==> config.mk <==
export PLATFORM = sky130hd
export DESIGN_NAME = crc8_packet_deframer
export DESIGN_NICKNAME = d
export VERILOG_FILES = /design/src/design/c8pd_pkg.sv /design/src/design/crc8_packet_deframer.sv /design/src/design/c8pd_ctrl.sv /design/src/design/c8pd_dp.sv
export SDC_FILE = /design/constraint.sdc
export NUM_CORES = 1
export LEC_CHECK = 0
export BUFFER_PORTS_ARGS = -buffer_cell sky130_fd_sc_hd__buf_2
export CAP_MARGIN = 20
export CELL_PAD_IN_SITES_DETAIL_PLACEMENT = 1
export CELL_PAD_IN_SITES_GLOBAL_PLACEMENT = 1
export CORE_MARGIN = 2
export CORE_UTILIZATION = 38
export CTS_BUF_LIST = sky130_fd_sc_hd__clkbuf_4
export CTS_CLUSTER_SIZE = 14
export DETAILED_ROUTE_END_ITERATION = 7
export PLACE_DENSITY = 0.71
export SYNTH_ARGS = -nofsm -noshare
export SYNTH_HDL_FRONTEND = slang
export SYNTH_HIERARCHICAL = 1
export SYNTH_SLANG_ARGS = --single-unit
==> constraint.sdc <==
create_clock -name clk -period 4.74 [get_ports clk]
set_clock_uncertainty 0.05 [all_clocks]
set_input_delay 0.237 -clock clk [delete_from_list [all_inputs] [get_ports clk]]
set_output_delay 0.237 -clock clk [all_outputs]
set_load 0.02 [all_outputs]
==> src/design/c8pd_pkg.sv <==
// shared types, codes and helpers for the crc-8 packet deframer
// no dependencies; imported by the controller, the datapath and the top level
`default_nettype none

package c8pd_pkg;

    localparam int BYTE_W    = 8;
    localparam int LEN_W     = 7;
    localparam int IDX_W     = 6;
    localparam int KIND_W    = 2;
    localparam int OUT_CNT_W = 32;
    localparam int REG_IDX_W = 2;
    localparam int TDATA_W   = 104;

    localparam logic [BYTE_W-1:0] CRC_POLY = 8'h07;

    localparam logic [KIND_W-1:0] KIND_PACKET    = 2'd0;
    localparam logic [KIND_W-1:0] KIND_CRC_ERR   = 2'd1;
    localparam logic [KIND_W-1:0] KIND_PROTO_ERR = 2'd2;

    localparam logic [REG_IDX_W-1:0] REG_SYNC_FIRST  = 2'd0;
    localparam logic [REG_IDX_W-1:0] REG_SYNC_SECOND = 2'd1;
    localparam logic [REG_IDX_W-1:0] REG_VERSION     = 2'd2;
    localparam logic [REG_IDX_W-1:0] REG_MAX_PAYLOAD = 2'd3;

    localparam logic [BYTE_W-1:0] SYNC_FIRST_RST  = 8'd170;
    localparam logic [BYTE_W-1:0] SYNC_SECOND_RST = 8'd85;
    localparam logic [BYTE_W-1:0] VERSION_RST     = 8'd1;
    localparam logic [LEN_W-1:0]  MAX_PAYLOAD_RST = 7'd64;

    typedef enum logic [3:0] {
        ST_SYNC1,
        ST_SYNC2,
        ST_VER,
        ST_CMD,
        ST_SEQ,
        ST_LEN,
        ST_PAY,
        ST_CRC,
        ST_RD,
        ST_WR
    } state_t;

    typedef struct packed {
        logic crc_clear;
        logic crc_update;
        logic hold_cmd;
        logic hold_seq;
        logic hold_len;
        logic pay_wr;
        logic emit_proto;
        logic emit_crc;
        logic emit_empty;
        logic rd_start;
        logic mem_rd;
        logic emit_pay;
    } dp_cmd_t;

    typedef struct packed {
        logic eq_sync1;
        logic eq_sync2;
        logic eq_ver;
        logic len_bad;
        logic byte_zero;
        logic len_reg_zero;
        logic pay_done;
        logic crc_ok;
        logic rd_last;
        logic out_free;
    } dp_status_t;

    // msb-first crc-8 over one byte
    function automatic logic [BYTE_W-1:0] crc8_step(input logic [BYTE_W-1:0] crc,
                                                    input logic [BYTE_W-1:0] b);
        logic [BYTE_W-1:0] c;
        c = crc ^ b;
        for (int i = 0; i < BYTE_W; i++)
        begin
            if (c[BYTE_W-1])
                c = {c[BYTE_W-2:0], 1'b0} ^ CRC_POLY;
            else
                c = {c[BYTE_W-2:0], 1'b0};
        end
        return c;
    endfunction

endpackage

`default_nettype wire

==> src/design/crc8_packet_deframer.sv <==
// an error or empty-packet result is registered as its deciding byte is taken;
// header, payload and crc beats are taken one per cycle, version, length and crc
// beats only while the output register is free; a good packet drains each payload
// byte by buffer read, then output register; input held off during the drain;
// reset sets parser state, counters and config to defaults, not the payload buffer
`default_nettype none

module crc8_packet_deframer
#(
    parameter int PAYLOAD_DEPTH = 64,
    parameter int COUNT_WIDTH   = 32
)
(
    input  wire logic                               clk,
    input  wire logic                               rst_n,
    input  wire logic                               s_axis_tvalid,
    output logic                                    s_axis_tready,
    input  wire logic [7:0]                         s_axis_tdata,  // rx_byte
    output logic                                    m_axis_tvalid,
    input  wire logic                               m_axis_tready,
    // command, sequence_res, length, payload_byte, byte_index,
    // crc_error_count, protocol_error_count, zero pad
    output logic [c8pd_pkg::TDATA_W-1:0]            m_axis_tdata,
    output logic [c8pd_pkg::KIND_W-1:0]             m_axis_tuser,  // kind
    output logic                                    m_axis_tlast,
    input  wire logic                               cfg_valid,
    output logic                                    cfg_ready,
    input  wire logic [c8pd_pkg::REG_IDX_W-1:0]     cfg_index,
    input  wire logic [c8pd_pkg::BYTE_W-1:0]        cfg_data
);
    import c8pd_pkg::*;

    dp_cmd_t              cmd;
    dp_status_t           status;
    logic [BYTE_W-1:0]    out_command;
    logic [BYTE_W-1:0]    out_sequence;
    logic [LEN_W-1:0]     out_length;
    logic [BYTE_W-1:0]    out_payload;
    logic [IDX_W-1:0]     out_index;
    logic [OUT_CNT_W-1:0] out_crc_count;
    logic [OUT_CNT_W-1:0] out_proto_count;

    assign cfg_ready = 1'b1;

    c8pd_ctrl u_ctrl
    (
        .clk      (clk),
        .rst_n    (rst_n),
        .in_valid (s_axis_tvalid),
        .in_ready (s_axis_tready),
        .status   (status),
        .cmd      (cmd)
    );

    c8pd_dp
    #(
        .PAYLOAD_DEPTH (PAYLOAD_DEPTH),
        .COUNT_WIDTH   (COUNT_WIDTH)
    )
    u_dp
    (
        .clk             (clk),
        .rst_n           (rst_n),
        .cfg_we          (cfg_valid && cfg_ready),
        .cfg_index       (cfg_index),
        .cfg_data        (cfg_data),
        .rx_byte         (s_axis_tdata),
        .cmd             (cmd),
        .status          (status),
        .out_ready       (m_axis_tready),
        .out_valid       (m_axis_tvalid),
        .out_kind        (m_axis_tuser),
        .out_command     (out_command),
        .out_sequence    (out_sequence),
        .out_length      (out_length),
        .out_payload     (out_payload),
        .out_index       (out_index),
        .out_last        (m_axis_tlast),
        .out_crc_count   (out_crc_count),
        .out_proto_count (out_proto_count)
    );

    assign m_axis_tdata = {3'b000, out_proto_count, out_crc_count, out_index,
                           out_payload, out_length, out_sequence, out_command};

endmodule

`default_nettype wire

==> src/design/c8pd_ctrl.sv <==
// frame parser state machine: sync hunt, header, payload, crc check, drain
// depends on c8pd_pkg; drives datapath commands from datapath status
`default_nettype none

module c8pd_ctrl
(
    input  wire logic                 clk,
    input  wire logic                 rst_n,
    input  wire logic                 in_valid,
    output logic                      in_ready,
    input  wire c8pd_pkg::dp_status_t status,
    output c8pd_pkg::dp_cmd_t         cmd
);
    import c8pd_pkg::*;

    state_t state_reg;
    state_t state_next;
    logic   accept;

    always_ff @(posedge clk or negedge rst_n)
    begin
        if (!rst_n)
            state_reg <= ST_SYNC1;
        else
            state_reg <= state_next;
    end

    // states that may emit a result wait for a free output register
    always_comb
    begin
        unique case (state_reg) inside
            ST_SYNC1, ST_SYNC2, ST_CMD, ST_SEQ, ST_PAY: in_ready = 1'b1;
            ST_VER, ST_LEN, ST_CRC:                     in_ready = status.out_free;
            default:                                    in_ready = 1'b0;
        endcase
    end

    assign accept = in_valid && in_ready;

    always_comb
    begin
        state_next = state_reg;
        cmd        = '0;
        unique case (state_reg)
            ST_SYNC1:
            begin
                if (accept && status.eq_sync1)
                    state_next = ST_SYNC2;
            end
            ST_SYNC2:
            begin
                if (accept)
                begin
                    if (status.eq_sync2)
                    begin
                        cmd.crc_clear = 1'b1;
                        state_next    = ST_VER;
                    end
                    else if (status.eq_sync1)
                        state_next = ST_SYNC2;
                    else
                        state_next = ST_SYNC1;
                end
            end
            ST_VER:
            begin
                if (accept)
                begin
                    if (!status.eq_ver)
                    begin
                        cmd.emit_proto = 1'b1;
                        state_next     = ST_SYNC1;
                    end
                    else
                    begin
                        cmd.crc_update = 1'b1;
                        state_next     = ST_CMD;
                    end
                end
            end
            ST_CMD:
            begin
                if (accept)
                begin
                    cmd.hold_cmd   = 1'b1;
                    cmd.crc_update = 1'b1;
                    state_next     = ST_SEQ;
                end
            end
            ST_SEQ:
            begin
                if (accept)
                begin
                    cmd.hold_seq   = 1'b1;
                    cmd.crc_update = 1'b1;
                    state_next     = ST_LEN;
                end
            end
            ST_LEN:
            begin
                if (accept)
                begin
                    if (status.len_bad)
                    begin
                        cmd.emit_proto = 1'b1;
                        state_next     = ST_SYNC1;
                    end
                    else
                    begin
                        cmd.hold_len   = 1'b1;
                        cmd.crc_update = 1'b1;
                        state_next     = status.byte_zero ? ST_CRC : ST_PAY;
                    end
                end
            end
            ST_PAY:
            begin
                if (accept)
                begin
                    cmd.pay_wr     = 1'b1;
                    cmd.crc_update = 1'b1;
                    if (status.pay_done)
                        state_next = ST_CRC;
                end
            end
            ST_CRC:
            begin
                if (accept)
                begin
                    if (!status.crc_ok)
                    begin
                        cmd.emit_crc = 1'b1;
                        state_next   = ST_SYNC1;
                    end
                    else if (status.len_reg_zero)
                    begin
                        cmd.emit_empty = 1'b1;
                        state_next     = ST_SYNC1;
                    end
                    else
                    begin
                        cmd.rd_start = 1'b1;
                        state_next   = ST_RD;
                    end
                end
            end
            ST_RD:
            begin
                cmd.mem_rd = 1'b1;
                state_next = ST_WR;
            end
            ST_WR:
            begin
                if (status.out_free)
                begin
                    cmd.emit_pay = 1'b1;
                    state_next   = status.rd_last ? ST_SYNC1 : ST_RD;
                end
            end
            default:
            begin
                state_next = ST_SYNC1;
            end
        endcase
    end

endmodule

`default_nettype wire

==> src/design/c8pd_dp.sv <==
// datapath: config registers, running crc, header holds, payload buffer,
// saturating error counters and the output register; depends on c8pd_pkg
`default_nettype none

module c8pd_dp
#(
    parameter int PAYLOAD_DEPTH = 64,
    parameter int COUNT_WIDTH   = 32
)
(
    input  wire logic                               clk,
    input  wire logic                               rst_n,
    input  wire logic                               cfg_we,
    input  wire logic [c8pd_pkg::REG_IDX_W-1:0]     cfg_index,
    input  wire logic [c8pd_pkg::BYTE_W-1:0]        cfg_data,
    input  wire logic [c8pd_pkg::BYTE_W-1:0]        rx_byte,
    input  wire c8pd_pkg::dp_cmd_t                  cmd,
    output c8pd_pkg::dp_status_t                    status,
    input  wire logic                               out_ready,
    output logic                                    out_valid,
    output logic [c8pd_pkg::KIND_W-1:0]             out_kind,
    output logic [c8pd_pkg::BYTE_W-1:0]             out_command,
    output logic [c8pd_pkg::BYTE_W-1:0]             out_sequence,
    output logic [c8pd_pkg::LEN_W-1:0]              out_length,
    output logic [c8pd_pkg::BYTE_W-1:0]             out_payload,
    output logic [c8pd_pkg::IDX_W-1:0]              out_index,
    output logic                                    out_last,
    output logic [c8pd_pkg::OUT_CNT_W-1:0]          out_crc_count,
    output logic [c8pd_pkg::OUT_CNT_W-1:0]          out_proto_count
);
    import c8pd_pkg::*;

    localparam int AW = (PAYLOAD_DEPTH > 1) ? $clog2(PAYLOAD_DEPTH) : 1;
    localparam logic [BYTE_W-1:0] DEPTH_B = BYTE_W'(PAYLOAD_DEPTH);
    localparam logic [COUNT_WIDTH-1:0] CNT_MAX = '1;

    logic [BYTE_W-1:0]      sync_first_reg;
    logic [BYTE_W-1:0]      sync_second_reg;
    logic [BYTE_W-1:0]      version_reg;
    logic [LEN_W-1:0]       max_payload_reg;

    logic [BYTE_W-1:0]      crc_reg;
    logic [BYTE_W-1:0]      cmd_reg;
    logic [BYTE_W-1:0]      seq_reg;
    logic [LEN_W-1:0]       len_reg;
    logic [BYTE_W-1:0]      rcv_cnt_reg;
    logic [BYTE_W-1:0]      rd_ptr_reg;
    logic [BYTE_W-1:0]      rdata_reg;
    logic [BYTE_W-1:0]      mem [PAYLOAD_DEPTH];

    logic [COUNT_WIDTH-1:0] crc_cnt_reg;
    logic [COUNT_WIDTH-1:0] crc_cnt_next;
    logic [COUNT_WIDTH-1:0] proto_cnt_reg;
    logic [COUNT_WIDTH-1:0] proto_cnt_next;
    logic [OUT_CNT_W-1:0]   crc_cnt_out;
    logic [OUT_CNT_W-1:0]   proto_cnt_out;

    logic                   out_valid_reg;
    logic [KIND_W-1:0]      out_kind_reg;
    logic [BYTE_W-1:0]      out_command_reg;
    logic [BYTE_W-1:0]      out_sequence_reg;
    logic [LEN_W-1:0]       out_length_reg;
    logic [BYTE_W-1:0]      out_payload_reg;
    logic [IDX_W-1:0]       out_index_reg;
    logic                   out_last_reg;
    logic [OUT_CNT_W-1:0]   out_crc_count_reg;
    logic [OUT_CNT_W-1:0]   out_proto_count_reg;

    logic                   emit_err;
    logic                   emit_any;
    logic [BYTE_W-1:0]      rd_ptr_inc;

    // config registers
    always_ff @(posedge clk or negedge rst_n)
    begin
        if (!rst_n)
        begin
            sync_first_reg  <= SYNC_FIRST_RST;
            sync_second_reg <= SYNC_SECOND_RST;
            version_reg     <= VERSION_RST;
            max_payload_reg <= MAX_PAYLOAD_RST;
        end
        else if (cfg_we)
        begin
            unique case (cfg_index)
                REG_SYNC_FIRST:  sync_first_reg  <= cfg_data;
                REG_SYNC_SECOND: sync_second_reg <= cfg_data;
                REG_VERSION:     version_reg     <= cfg_data;
                REG_MAX_PAYLOAD: max_payload_reg <= cfg_data[LEN_W-1:0];
                default:         sync_first_reg  <= sync_first_reg;
            endcase
        end
    end

    // parse state held across bytes
    always_ff @(posedge clk or negedge rst_n)
    begin
        if (!rst_n)
        begin
            crc_reg     <= '0;
            len_reg     <= '0;
            rcv_cnt_reg <= '0;
            rd_ptr_reg  <= '0;
        end
        else
        begin
            if (cmd.crc_clear)
                crc_reg <= '0;
            else if (cmd.crc_update)
                crc_reg <= crc8_step(crc_reg, rx_byte);
            if (cmd.hold_len)
            begin
                len_reg     <= rx_byte[LEN_W-1:0];
                rcv_cnt_reg <= '0;
            end
            else if (cmd.pay_wr)
                rcv_cnt_reg <= rcv_cnt_reg + BYTE_W'(1);
            if (cmd.rd_start)
                rd_ptr_reg <= '0;
            else if (cmd.emit_pay)
                rd_ptr_reg <= rd_ptr_inc;
        end
    end

    always_ff @(posedge clk)
    begin
        if (cmd.hold_cmd)
            cmd_reg <= rx_byte;
        if (cmd.hold_seq)
            seq_reg <= rx_byte;
    end

    // payload buffer
    always_ff @(posedge clk)
    begin
        if (cmd.pay_wr)
            mem[rcv_cnt_reg[AW-1:0]] <= rx_byte;
    end

    always_ff @(posedge clk)
    begin
        if (cmd.mem_rd)
            rdata_reg <= mem[rd_ptr_reg[AW-1:0]];
    end

    // saturating error counters
    always_comb
    begin
        crc_cnt_next   = crc_cnt_reg;
        proto_cnt_next = proto_cnt_reg;
        if (cmd.emit_crc && (crc_cnt_reg != CNT_MAX))
            crc_cnt_next = crc_cnt_reg + COUNT_WIDTH'(1);
        if (cmd.emit_proto && (proto_cnt_reg != CNT_MAX))
            proto_cnt_next = proto_cnt_reg + COUNT_WIDTH'(1);
    end

    always_ff @(posedge clk or negedge rst_n)
    begin
        if (!rst_n)
        begin
            crc_cnt_reg   <= '0;
            proto_cnt_reg <= '0;
        end
        else
        begin
            crc_cnt_reg   <= crc_cnt_next;
            proto_cnt_reg <= proto_cnt_next;
        end
    end

    generate
        if (COUNT_WIDTH >= OUT_CNT_W)
        begin : g_cnt_trunc
            assign crc_cnt_out   = crc_cnt_next[OUT_CNT_W-1:0];
            assign proto_cnt_out = proto_cnt_next[OUT_CNT_W-1:0];
        end
        else
        begin : g_cnt_ext
            assign crc_cnt_out   = {{(OUT_CNT_W-COUNT_WIDTH){1'b0}}, crc_cnt_next};
            assign proto_cnt_out = {{(OUT_CNT_W-COUNT_WIDTH){1'b0}}, proto_cnt_next};
        end
    endgenerate

    // output register
    assign emit_err   = cmd.emit_crc || cmd.emit_proto;
    assign emit_any   = emit_err || cmd.emit_empty || cmd.emit_pay;
    assign rd_ptr_inc = rd_ptr_reg + BYTE_W'(1);

    always_ff @(posedge clk or negedge rst_n)
    begin
        if (!rst_n)
            out_valid_reg <= 1'b0;
        else if (emit_any)
            out_valid_reg <= 1'b1;
        else if (out_ready)
            out_valid_reg <= 1'b0;
    end

    always_ff @(posedge clk)
    begin
        if (emit_any)
        begin
            out_crc_count_reg   <= crc_cnt_out;
            out_proto_count_reg <= proto_cnt_out;
            if (emit_err)
            begin
                out_kind_reg     <= cmd.emit_crc ? KIND_CRC_ERR : KIND_PROTO_ERR;
                out_command_reg  <= '0;
                out_sequence_reg <= '0;
                out_length_reg   <= '0;
                out_payload_reg  <= '0;
                out_index_reg    <= '0;
                out_last_reg     <= 1'b1;
            end
            else
            begin
                out_kind_reg     <= KIND_PACKET;
                out_command_reg  <= cmd_reg;
                out_sequence_reg <= seq_reg;
                out_length_reg   <= len_reg;
                out_payload_reg  <= cmd.emit_pay ? rdata_reg : '0;
                out_index_reg    <= cmd.emit_pay ? rd_ptr_reg[IDX_W-1:0] : '0;
                out_last_reg     <= cmd.emit_pay ? status.rd_last : 1'b1;
            end
        end
    end

    assign out_valid       = out_valid_reg;
    assign out_kind        = out_kind_reg;
    assign out_command     = out_command_reg;
    assign out_sequence    = out_sequence_reg;
    assign out_length      = out_length_reg;
    assign out_payload     = out_payload_reg;
    assign out_index       = out_index_reg;
    assign out_last        = out_last_reg;
    assign out_crc_count   = out_crc_count_reg;
    assign out_proto_count = out_proto_count_reg;

    // status back to the controller
    always_comb
    begin
        status              = '0;
        status.eq_sync1     = (rx_byte == sync_first_reg);
        status.eq_sync2     = (rx_byte == sync_second_reg);
        status.eq_ver       = (rx_byte == version_reg);
        status.len_bad      = (rx_byte > {1'b0, max_payload_reg}) || (rx_byte > DEPTH_B);
        status.byte_zero    = (rx_byte == '0);
        status.len_reg_zero = (len_reg == '0);
        status.pay_done     = ((rcv_cnt_reg + BYTE_W'(1)) >= {1'b0, len_reg});
        status.crc_ok       = (rx_byte == crc_reg);
        status.rd_last      = (rd_ptr_inc >= {1'b0, len_reg});
        status.out_free     = !out_valid_reg || out_ready;
    end

endmodule

`default_nettype wire
==> Word level (Yosys, flattened, before mapping) <==
Memories as Yosys holds them, arrays and structs flattened. A register that Yosys moved wholly into a read port is not among the register bits.
Cells that the tools add are included.
{ "op_classes": {"add_sub_neg": 4, "order_cmp": 4, "eq_ne": 28, "muxes": 83, "bitwise": 10, "reduce_logical": 27} }
{ "ops": {"columns": ["op", "count"], "rows": [
  ["8-bit 2-to-1 mux", 20],
  ["32-bit by 1-bit adder with 32-bit output, second input constant", 2],
  ["32-bit 2-to-1 mux", 2],
  ["32-bit != test, second input constant", 2],
  ["4-bit 2-to-1 mux", 15],
  ["4-bit one-hot mux with 10 select lines", 1],
  ["8-bit equality test", 4],
  ["3-bit 2-to-1 mux", 10],
  ["1-bit 2-to-1 mux", 28],
  ["3-bit NOT", 8],
  ["8-bit by 1-bit adder with 8-bit output, second input constant", 2],
  ["4-bit by 3-bit equality test with 1-bit output, second input constant", 4],
  ["8-bit by 7-bit >= comparator with 1-bit output", 2],
  ["2-bit by 1-bit != test with 1-bit output, second input constant", 8],
  ["10-bit AND reduction", 1],
  ["4-bit by 2-bit equality test with 1-bit output, second input constant", 2],
  ["4-bit equality test, second input constant", 2],
  ["8-bit by 7-bit > comparator with 1-bit output", 1],
  ["8-bit by 7-bit > comparator with 1-bit output, second input constant", 1],
  ["8-bit logical NOT", 1],
  ["2-bit 2-to-1 mux", 4],
  ["2-bit AND reduction", 4],
  ["2-bit nonzero test", 4],
  ["8-bit XOR", 1],
  ["other kinds (16)", 27]
]} }
{ "word_totals": {"regBits": 251, "ram_bits": 512, "elab_cells": 180, "n_memories": 1} }
{ "memory_table": {"columns": ["memory", "words", "width", "rd", "rd_clocked_by_memory_dff", "write_ports", "line", "source"], "rows": [
  ["u_dp.mem", 64, 8, 1, 1, 1, "c8pd_dp.sv:49", "logic [BYTE_W-1:0] mem [PAYLOAD_DEPTH];"]
]} }

==> Longest topological paths before layout <==
{ "depth": {"depth_word": 36, "depth_mapped": 17, "ltp_nobuf": 16} }

==> Cells and area by module <==
Netlist, hierarchy kept.
{ "by_module_without_submodules": {"columns": ["mod", "instances", "cells_each", "area_per_inst_um2", "seq_area_each_um2"], "rows": [
  ["c8pd_dp", 1, 1713, 30595.6, 22409.0],
  ["c8pd_ctrl", 1, 69, 528.0, 100.1],
  ["crc8_packet_deframer", 1, 6, 37.5, 0.0]
]} }

==> Worst setup path before layout <==
OpenSTA, ideal clock, no wires.
{ "synth_timing": {"path_type": "reg-to-reg", "from": "reg u_dp.max_payload_reg[1]", "to": "reg u_dp.out_command_reg[0], in the netlist u_dp/out_command[0], enable pin", "t_arrival_ns": 4.070, "path_slack_ns": -0.340, "path_stages_with_launch": 15, "path_buffers": 1, "path_cell_list": "dfrtp_1 > inv_1 > ha_1 > nor2b_1 > o21a_1 > o21ai_0 > a21oi_1 > a2111oi_0 > o21ai_0 > nand2_1 > o32a_2 > nor2_1 > nor2_1 > clkbuf_1 > nand2_1"} }
{ "synth_lines": {"columns": ["item", "line", "source"], "rows": [
  ["from (decl)", "c8pd_dp.sv:40", "logic [LEN_W-1:0] max_payload_reg;"],
  ["from (signal assigned)", "c8pd_dp.sv:89", "REG_MAX_PAYLOAD: max_payload_reg <= cfg_data[LEN_W-1:0];"],
  ["to (signal assigned)", "c8pd_dp.sv:218", "out_command_reg <= cmd_reg;"],
  ["to (decl)", "c8pd_dp.sv:60", "logic [BYTE_W-1:0] out_command_reg;"]
]} }

==> flow_summary.ini <==
[pwr]
power.share.sequential = 0.481
p_int_uw = 11700
peakVddDrop_uv = 232
combinationalPowerShare = 0.177
leakagePower_uw = 0.0127
power_frac_clock = 0.342
sw_frac_of_total = 0.271
power_per_cell_area_mw_per_mm2 = 444
p_total_uw = 16000
switching_power_uw = 4340

[setup_path]
timing.critical_path.cells = inv_1 > ha_1 > nor2b_1 > o21a_1 > o21ai_0 > a21oi_1 > a2111oi_0 > o21ai_0 > nand2_1 > o32a_2 > nor2_1 > buf_4 > nor2_2 > nand2_4 > buf_12
timing.critical_path.arrival_ns = 4.74
endpoint_kind = flop
critPathSlowestCell = sky130_fd_sc_hd__o21ai_0
startpoint_type = flop
setup.worst_path.class = reg2reg
delay_of_the_slowest_critical_path_stage_ns = 0.65
cpMostUsedCell = sky130_fd_sc_hd__o21ai_0
critical_path_buf_inv_count = 3
critical_path_peak_fanout = 38
critPathRequiredTime_ns = 5.37
delay_heaviest_family_cp = compound AO/OA/AOI/OAI gates

[clocking]
clkSinkCount = 771
max-clock-path-buffers = 3
cts_buffers = 193
ctsHtreeMaxLevel = 4
clock_insertion_delay_worst_skew_ns = 1.04
clkTransAtPathRegs_ns = 0.07
cts_tree = done
cts_root_buf = sky130_fd_sc_hd__clkbuf_4

[logic_synthesis]
number_of_enable_flip_flop_cells_after_synthesis = 640
yosys_warnings = 6
synthFlopType = sky130_fd_sc_hd__edfxtp_1
yosysSeqAreaShare = 0.722
syn_inst = 1788
synthesis.area_per_instance_um2 = 17.4
postSynth.asyncResetShare = 0.170
post_synthesis_cell_type_with_the_largest_combined_area = sky130_fd_sc_hd__edfxtp_1
synth_top_cell_area_share = 0.617
ys_ff_latch = 771
syn-cell-area_mm2 = 0.0312
synth_cell_type_count = 72
synthTopCellsByArea = sky130_fd_sc_hd__edfxtp_1 62%, sky130_fd_sc_hd__dfrtp_1 9.7%, sky130_fd_sc_hd__mux4_2 9.3%, sky130_fd_sc_hd__xnor2_1 2.4%, sky130_fd_sc_hd__mux2_2 1.9%

[routing]
drc_errors = 0
avgViaCountPerCell = 5.33
detailedRoute.firstPassIterationCount = 7
wl_per_cell_um = 23.2
drt_iter0_drc = 1363
routed-via-count = 17711
drtAntennaViolNets = 0
wl_mm = 77.2

[timing]
slew_violations = 0
max-slew-margin-rel = 0.255
hold_ws_ns = 0.198
setup_repair_after_global_routing_missed_its_margin = no
worstMarginPinSlew_ns = 1.11
layout_setup_ws_ns = 0.632
final-setup-viol-count = 0
final_hold_viol_count = 0
maxClockFrequency_mhz = 243
layout_worst_path_cycle_share = 0.867
fin_crit_ns = 4.11
final.setup.tns_ns = 0

[final_layout]
area_delta_synth_final_pct = 15.5
final_net_count = 2150
multi_input_area_mm2 = 0.00821
final_layout_size_suffix_gt1_frac = 0.307
largest_register_ffs = 512
seqCellArea_mm2 = 0.0225
layout.filler_cells = 8018

[global_routing]
vias_in_the_first_global_route = 19210
maximum_number_of_pins_on_one_net_before_global_route_repair = 83
globalRoute.totalOverflow = 0
global_route.usage.total = 0.185
first_pass_grt_wire_length_mm = 118
initial_antenna_violation_count = 7

[placement]
pre_cts_slack_ns = 0.740
numPortBuffers = 128
hpwl_mm = 48.4
finalWeightedCongestion = 0.821

[die]
floorplan.die.height_um = 290
initial_core_util = 0.382
io-pin-count = 133
core_area_mm2 = 0.0816
fp.dieArea_mm2 = 0.0843
die_width_um = 290
fp-row-count = 105

[worst_hold_path]
hold_path_class = in2reg

[outcome]
run_status = complete, no violations

[flow_run]
max_cap_viols = 0
## layout by cell type (no fill, tap or decap), types with 37 or more instances in the layout
| cell | Yosys | layout |
|---|---|---|
| sky130_fd_sc_hd__clkinv_1 | 0 | 41 |
| sky130_fd_sc_hd__mux4_2 | 128 | 128 |
| sky130_fd_sc_hd__mux2_2 | 52 | 52 |
| sky130_fd_sc_hd__buf_2 | 19 | 127 |
| sky130_fd_sc_hd__nand2_1 | 83 | 82 |
| sky130_fd_sc_hd__dfrtp_1 | 121 | 119 |
| sky130_fd_sc_hd__dlygate4sd3_1 | 0 | 37 |
| sky130_fd_sc_hd__clkbuf_4 | 0 | 276 |
| sky130_fd_sc_hd__nand3_1 | 44 | 44 |
| sky130_fd_sc_hd__nor2_1 | 141 | 139 |
| sky130_fd_sc_hd__xnor2_1 | 85 | 85 |
| sky130_fd_sc_hd__edfxtp_1 | 640 | 640 |
| sky130_fd_sc_hd__xor2_1 | 49 | 49 |
## worst paths after layout
check,startpoint,end,slack (ns),cells after the start
setup / recovery,u_dp/max_payload_reg[1],u_dp/out_crc_count[4],0.63,15
hold / removal,s_axis_tdata[4],u_dp/len_reg[4],0.20,4
setup reg to reg,u_dp/max_payload_reg[1],u_dp/out_crc_count[4],0.63,15
hold reg to reg,u_dp/crc_cnt_reg[23],u_dp/crc_cnt_reg[23],0.46,1
max in group asynchronous,rst_n,u_dp/sync_second_reg[5],3.71,4
min in group asynchronous,rst_n,u_dp/proto_cnt_reg[9],0.33,4
## worst register-to-register path: cells and delay by family, from the launching register on
family / cells / cell delay (ns)
compound gates: 6 / 1.29
buf+inv: 3 / 0.64
flops: 1 / 0.35
fa+ha+maj: 1 / 0.29
simple gates: 5 / 1.11
## per-layer routing
metal,share of wire,global-route usage,routed length [um],vias to the layer above
met5,0.00053,0,41,-
met4,0.021,0.0676,1620,6
met3,0.068,0.0456,5230,113
met2,0.48,0.295,37000,613
met1,0.43,0.247,33200,9287
li1,-,-,-,7692
## stage by stage
step | cells | utilization | instance area (um^2)
floorplan | 1790 | - | 31200
global placement | 2936 | 0.406 | 33200
detailed placement | 2936 | 0.406 | 33200
CTS | 3312 | 0.441 | 36000
global route | 3322 | 0.441 | 36000
finish | 3323 | 0.441 | 36000
## area by class of cell
class / count / area share
clock inverters: 62 / 0.00949
flip-flops and latches: 771 / 0.625
repair buffers: 201 / 0.0391
clock buffers: 276 / 0.0576
well taps: 1070 / 0.0372
diodes: 11 / 0.000765
inverters: 23 / 0.00240
multi-input cells: 909 / 0.228
## repair_timing
| item | 4_1_cts | 5_1_grt |
|---|---|---|
| setup endpoints to repair | 0 | 0 |
| gates resized for setup | 0 | 0 |
| hold endpoints to repair | 656 | 0 |
| setup buffers | 0 | 0 |
| hold buffers | 38 | 0 |
## Yosys cell counts, types with 3 or more instances
library cell / instances
sky130_fd_sc_hd__a211oi_1: 3
sky130_fd_sc_hd__clkbuf_1: 47
sky130_fd_sc_hd__dfstp_2: 10
sky130_fd_sc_hd__buf_4: 12
sky130_fd_sc_hd__o22ai_1: 16
sky130_fd_sc_hd__o31ai_1: 7
sky130_fd_sc_hd__buf_2: 19
sky130_fd_sc_hd__or2_2: 4
sky130_fd_sc_hd__nor4_1: 4
sky130_fd_sc_hd__o21ai_0: 18
sky130_fd_sc_hd__mux2_2: 52
sky130_fd_sc_hd__ha_1: 28
sky130_fd_sc_hd__nand3b_1: 7
sky130_fd_sc_hd__nor2b_1: 11
sky130_fd_sc_hd__inv_1: 23
sky130_fd_sc_hd__nand2b_1: 8
sky130_fd_sc_hd__and2_1: 21
sky130_fd_sc_hd__and3_1: 23
sky130_fd_sc_hd__a21o_1: 6
sky130_fd_sc_hd__nand4_1: 33
sky130_fd_sc_hd__mux4_2: 128
sky130_fd_sc_hd__nand3_1: 44
sky130_fd_sc_hd__dfrtp_1: 121
sky130_fd_sc_hd__a311o_1: 3
sky130_fd_sc_hd__buf_1: 8
sky130_fd_sc_hd__xnor2_1: 85
sky130_fd_sc_hd__a21oi_1: 12
sky130_fd_sc_hd__nand2_1: 83
sky130_fd_sc_hd__xor2_1: 49
sky130_fd_sc_hd__edfxtp_1: 640
sky130_fd_sc_hd__nor3_1: 21
sky130_fd_sc_hd__or3b_2: 4
sky130_fd_sc_hd__a22oi_1: 33
sky130_fd_sc_hd__mux2i_1: 10
sky130_fd_sc_hd__nor2_1: 141
sky130_fd_sc_hd__and4_1: 6
sky130_fd_sc_hd__or3_1: 4
## kinds of logic (layout without fill, tap and decap cells)
| logic type | count (synthesis) | count (layout) | synth area share |
|---|---|---|---|
| buf+inv | 110 | 562 | 0.0157 |
| other cells | 2 | 15 | 0.000241 |
| fa+ha+maj | 28 | 28 | 0.0112 |
| flops | 771 | 771 | 0.722 |
| compound gates | 122 | 122 | 0.0287 |
| mux | 192 | 192 | 0.115 |
| simple gates | 429 | 429 | 0.0689 |
| xor+xnor | 134 | 134 | 0.0377 |
## power by group through the flow
stage | Combinational, uW | Sequential (uW) | Clock [uW]
2_1_floorplan | 2100 | 7640 | 0
3_3_place_gp | 2760 | 7830 | 0
3_5_place_dp | 2810 | 7840 | 0
4_1_cts | 2860 | 7690 | 5650
5_1_grt | 3030 | 7710 | 5970
6_report | 2840 | 7690 | 5470
No activity file was read; power rests on OpenSTA's default activity.
